## src/rtl/seo_pkg.sv

```systemverilog
`timescale 1ns / 1ps
// ----------------------------------------------------------------------------
// seo_pkg
// Shared types and constants for the strided element offset core.
// ----------------------------------------------------------------------------
package seo_pkg;

	// Result status codes
	typedef enum logic [1:0] {
		ST_OK    = 2'd0,
		ST_RANGE = 2'd1,
		ST_OVF   = 2'd2,
		ST_AXES  = 2'd3
	} seo_status_t;

	// Entries in the front-to-back queue; power of two
	localparam int QUEUE_DEPTH = 8;
	localparam int QPTR_W      = $clog2(QUEUE_DEPTH);
	localparam int QCNT_W      = $clog2(QUEUE_DEPTH + 1);

	// Config register indexes
	localparam logic REG_BASE_OFFSET = 1'b0;

	// Classified axis term, handed from front to back
	typedef struct packed {
		logic        first;     // first axis of an element
		logic        too_many;  // axis beyond the axis limit
		logic        last;      // final axis, produces a result
		logic        in_range;  // index < extent
		logic        mul_ovf;   // |stride| * index >= 2^64
		logic        neg;       // stride is negative, subtract term
		logic [63:0] term;      // |stride| * index
	} seo_item_t;

endpackage

```

## src/rtl/seo_queue.sv

```systemverilog
`timescale 1ns / 1ps
// ----------------------------------------------------------------------------
// seo_queue
// Small FIFO of classified axis terms between front and back.
// ----------------------------------------------------------------------------
module seo_queue
	import seo_pkg::*;
(
	input  logic      clk,
	input  logic      arst_n,
	input  logic      push,
	input  seo_item_t push_item,
	input  logic      pop,
	output logic      empty,
	output seo_item_t head
);

	seo_item_t         mem [QUEUE_DEPTH];
	logic [QPTR_W-1:0] wr_q, rd_q;
	logic [QCNT_W-1:0] cnt_q;

	always_ff @(posedge clk) begin
		if (push) begin
			mem[wr_q] <= push_item;
		end
	end

	always_ff @(posedge clk or negedge arst_n) begin
		if (!arst_n) begin
			wr_q  <= '0;
			rd_q  <= '0;
			cnt_q <= '0;
		end else begin
			if (push) wr_q <= wr_q + QPTR_W'(1);
			if (pop)  rd_q <= rd_q + QPTR_W'(1);
			unique case ({push, pop})
				2'b10:   cnt_q <= cnt_q + QCNT_W'(1);
				2'b01:   cnt_q <= cnt_q - QCNT_W'(1);
				default: cnt_q <= cnt_q;
			endcase
		end
	end

	assign empty = (cnt_q == '0);
	assign head  = mem[rd_q];

endmodule

```

## config.mk

```make
export PLATFORM = sky130hd
export DESIGN_NAME = seo_queue
export DESIGN_NICKNAME = d
export VERILOG_FILES = /design/src/rtl/seo_pkg.sv /design/src/rtl/seo_queue.sv
export SDC_FILE = /design/constraint.sdc
export NUM_CORES = 1
export LEC_CHECK = 0
export ABC_AREA = 1
export ABC_CLOCK_PERIOD_IN_PS = 9400
export BUFFER_PORTS_ARGS = -buffer_cell sky130_fd_sc_hd__buf_2
export CAP_MARGIN = 20
export CORE_ASPECT_RATIO = 0.5
export CORE_UTILIZATION = 53
export DETAILED_ROUTE_END_ITERATION = 8
export GPL_ROUTABILITY_DRIVEN = 0
export MAX_ROUTING_LAYER = met4
export PLACE_DENSITY = 0.71
export SYNTH_ARGS = -nofsm -noshare
export SYNTH_HDL_FRONTEND = slang
export SYNTH_SLANG_ARGS = --single-unit
```

## constraint.sdc

```tcl
create_clock -name clk -period 9.4 [get_ports clk]
set_input_delay 0.94 -clock clk [delete_from_list [all_inputs] [get_ports clk]]
set_output_delay 0.94 -clock clk [all_outputs]
set_load 0.02 [all_outputs]
```

Word-level counts from Yosys, hierarchy flattened
Memories as Yosys holds them, arrays and structs flattened. Index checks and enable logic that the tools add are counted.

Register bits after elaboration: 10. Latch bits: 0. Bits in writable memories: 560. ROM bits: 0. Bits of input ports: 74. Output and inout port bits: 71. Word-level logic and storage cells: 15. Memories: 1.

Memories: mem (depth 8, width 70, read ports 1, clocked after Yosys merged registers in 0, wr ports 1, line seo_queue.sv:18) `seo_item_t mem [QUEUE_DEPTH];`.

$add $sub $neg: 4. $mul: 0. Div/mod/pow operators: 0. Order comparisons: 0. Equality and inequality tests: 2. Shift operators: 0. Mux-type cells: 3. Bitwise logic cells: 0. Reductions and logical operators: 2.

Operators by type and width (count): case mux 4 bit (2 select lines) (1); adder 3 x 1 -> 3 bit (second input constant) (2); adder 4 x 1 -> 4 bit (second input constant) (1); zero test 4 bit (1); subtractor 4 x 1 -> 4 bit (second input constant) (1); equality test 2 x 1 -> 1 bit (second input constant) (1); equality test 2 bit (second input constant) (1); 2-to-1 mux 1 bit (2); nonzero test 2 bit (1).

Depth between registers and ports, before layout
Depth in word-level cells: 2. Gate-level depth with buffers: 10. Gate-level depth less buffers: 10.

Worst setup path after synthesis
OpenSTA, ideal clock, no wires.

Path kind: input port to flip-flop. From: input push. To: memory mem[0][0] in the netlist's numbering, enable pin. Setup time: 0.498 ns. Arrival: 4.242 ns. Required time: 8.902 ns. Path slack: 4.659 ns. Stages: 3. Path through: inv_1 or2_2 nor2_1.

Word-level cells in the longest chain between the ends: 2.

RTL lines: start: declaration (line seo_queue.sv:11) `input logic push,`; 2-to-1 mux 1 bit (line seo_queue.sv:23) `if (push) begin`; 2-to-1 mux 1 bit (not written as such) (line seo_queue.sv:24) `mem[wr_q] <= push_item;`; end: declaration (line seo_queue.sv:18).

Every way passes these cells.

==> flow_metrics.env <==
export IMPL_area_delta_synth_final_pct=11.8
export IMPL_clk_latency_ps=580
export IMPL_final_util=0.608
export IMPL_grt_max_degree=185
export IMPL_max_slew_worst_pin_slew_ps=1090
export IMPL_synth_adder_area_share=0.00282
export IMPL_r2r_start="wr_q[0]"
export IMPL_vias=13400
export IMPL_maxCapViolations=0
export IMPL_ctsResizeCount=0
export IMPL_grt_ovfl_total=0
export IMPL_placeableCoreArea_um2=40800
export IMPL_hold_buffers=0
export IMPL_synth_seq_cells=570
export IMPL_synth_edf_count=560
export IMPL_power_frac_clock=0.260
export IMPL_yosys_warnings=0
export IMPL_die_area_um2=42700
export IMPL_worst_setup_path_type="reg -> out"
export IMPL_clockRootBuffer="clkbuf_16"
export IMPL_switching_share=0.370
export IMPL_postCtsSetupBuffers=0
export IMPL_synth_top_family_by_area="compound AO/OA/AOI/OAI gates"
export IMPL_synthMuxAreaShare=0
export IMPL_rows=52
export IMPL_synth_compound_area_frac=0.104
export IMPL_critPathMaxFanout=184
export IMPL_cp_end_kind="output port"
export IMPL_max_slew_margin=0.272
export IMPL_start_kind="flip-flop"
export IMPL_layout_drive_gt1_share=0.135
export IMPL_drt_iter0_markers=1223
export IMPL_clk_pin_slew_ps=70
export IMPL_wl_per_cell_um=20.3
export IMPL_synth_async_reset_ratio=0.0175
export IMPL_synthSimpleGateAreaFrac=0.0903
export IMPL_finClkSkew_ps=29.3
export IMPL_power_switching_w=0.00297
export IMPL_numPortBuffers=144
export IMPL_synth_xor_area_frac=0.00198
export IMPL_synthCells=1654
export IMPL_p_per_area_nw_per_um2=324
export IMPL_power_frac_seq=0.410
export IMPL_drt_first_pass_iters=6
export IMPL_finalCritPeriodShare=0.541
export IMPL_finalCriticalPeriod_ps=5090
export IMPL_max_freq_ghz=0.196
export IMPL_cts_tree="yes"
export IMPL_dp_hpwl_um=22300
export IMPL_rsz0062_at_grt="false"
export IMPL_clockBufferDepth=3
export IMPL_hold_path_class="in -> async"
export IMPL_die_w_um=291
export IMPL_setup_viol=0
export IMPL_status="finished clean"
export IMPL_grt_pass1_vias=13000
export IMPL_ant_nets=0
export IMPL_drc=0
export IMPL_vias_per_cell=5.72
export IMPL_grt_usage=0.229
export IMPL_io_pins=145
export IMPL_grt_pass1_wl_um=73100
export IMPL_arrival_ps=4150
export IMPL_cts_buffers=49
export IMPL_syn_cell_area_um2=22200
export IMPL_fin_nets=1837
export IMPL_leakagePower_nw=8.52
export IMPL_r2r_end="mem[0][50]"
export IMPL_finalHoldViolations=0
export IMPL_avgSynthCellArea_um2=13.4
export IMPL_cts_max_level=2
export IMPL_p_int_w=0.00506
export IMPL_routed_wl_um=47500
export IMPL_slew_violations=0
export IMPL_rrSetupSlack_ps=6580
export IMPL_pre_cts_slack_ps=5010
export IMPL_synth_ff_type="edfxtp_1"
export IMPL_ys_seq_area_frac=0.770
export IMPL_layout_setup_ws_ps=4310
export IMPL_synth_nets=1733
export IMPL_combPwrFrac=0.331
export IMPL_cp_data_required_time_ps=8460
export IMPL_tns_ps=0
export IMPL_r2r_cells=3
export IMPL_numClockSinks=570
export IMPL_antenna_found_initial=6
export IMPL_ir_drop_mv=0.238
export IMPL_yosysUniqueCellTypes=25
export IMPL_die_y_um=147
export IMPL_initial_core_util=0.543
[power by group through the flow]
| stage | Sequential [W] | Clock, W | Combinational, W |
|---|---|---|---|
| floorplan | 0.00321 | 0 | 0.00203 |
| global placement | 0.00334 | 0 | 0.00262 |
| detailed placement | 0.00334 | 0 | 0.00266 |
| CTS | 0.00329 | 0.00211 | 0.00268 |
| global route | 0.00332 | 0.00221 | 0.00292 |
| finish | 0.00329 | 0.00209 | 0.00266 |
[layout by cell type, fill, tap and decap left out, drive strengths merged, types with 5 or more instances in the layout]
cell and instances:
nand2 233, bufinv 8, nor2 291, ha 5, dfrtp 10, o22ai 140
inv 14, clkinv 21, o21ai 283, clkbuf 61, edfxtp 560, buf 159
diode 6
[metrics by stage]
step	std cells	hold slack [ps]	power (W)	cell area (µm²)
final	2344	217	0.00804	24800
after global routing	2344	212	0.00845	24800
after CTS	2338	201	0.00808	24800
after detailed placement	2247	519	0.00600	23100
after global placement	2247	518	0.00596	23100
after floorplan	1654	489	0.00524	22200
[synth_stat cells, types with 7 or more instances]
library cell,count,area [µm²]
clkbuf_2,10,50.1
o21ai_1,80,400
dfrtp_1,10,250
nand2_1,233,875
o21ai_0,203,1020
o22ai_1,140,876
buf_6,22,248
clkbuf_1,34,128
buf_1,7,26.3
nor2_1,291,1090
inv_1,10,37.5
edfxtp_1,560,16800
buf_2,30,150
[how the worst max path moves through the flow]
stage / startpoint / to / cells after the start
final: rd_q[0] / head[64] / 7
after global routing: rd_q[0] / head[64] / 7
after CTS: rd_q[0] / head[64] / 7
after floorplan: push / mem[0][0] / 3
after detailed placement: rd_q[0] / head[31] / 7
after global placement: rd_q[0] / head[43] / 7
[critical path, stage by stage, from the launching register on]
cell,delay [ps]
dfrtp_4,830
inv_8,900
buf_4,930
o21ai_0,230
o22ai_1,190
nand2_1,70
nand2_1,90
buf_2,160
[layout make-up]
type | count | area (µm²)
Sequential cell | 570 | 17100
Fill cell | 3028 | 16000
Multi-Input combinational cell | 965 | 4470
Clock buffer | 61 | 1310
Timing Repair Buffer | 159 | 833
Tap cell | 540 | 676
Clock inverter | 30 | 338
Inverter | 13 | 61.3
Antenna cell | 6 | 15.0
[flip-flops by register name, indices dropped and copies added, names as in the netlist]
register / cells
mem: 560
rd_q: 3
cnt_q: 4
wr_q: 3
[logic make-up (layout without fill, tap and decap cells)]
group,count (synthesis),in the layout
flops,570,570
simple gates,530,530
compound gates,425,425
buf+inv,119,263
fa+ha+maj,5,5
xor+xnor,5,5
other cells,0,6
[routing by layer]
metal	global-route usage	share of wire	up-vias	routed length [µm]
li1	-	-	6273	-
met1	0.306	0.44	6659	20800
met2	0.370	0.49	411	23100
met3	0.0321	0.056	74	2670
met4	0.0690	0.020	0	962
met5	-	0	-	0
Note: power is estimated with default switching activity, not from simulation.
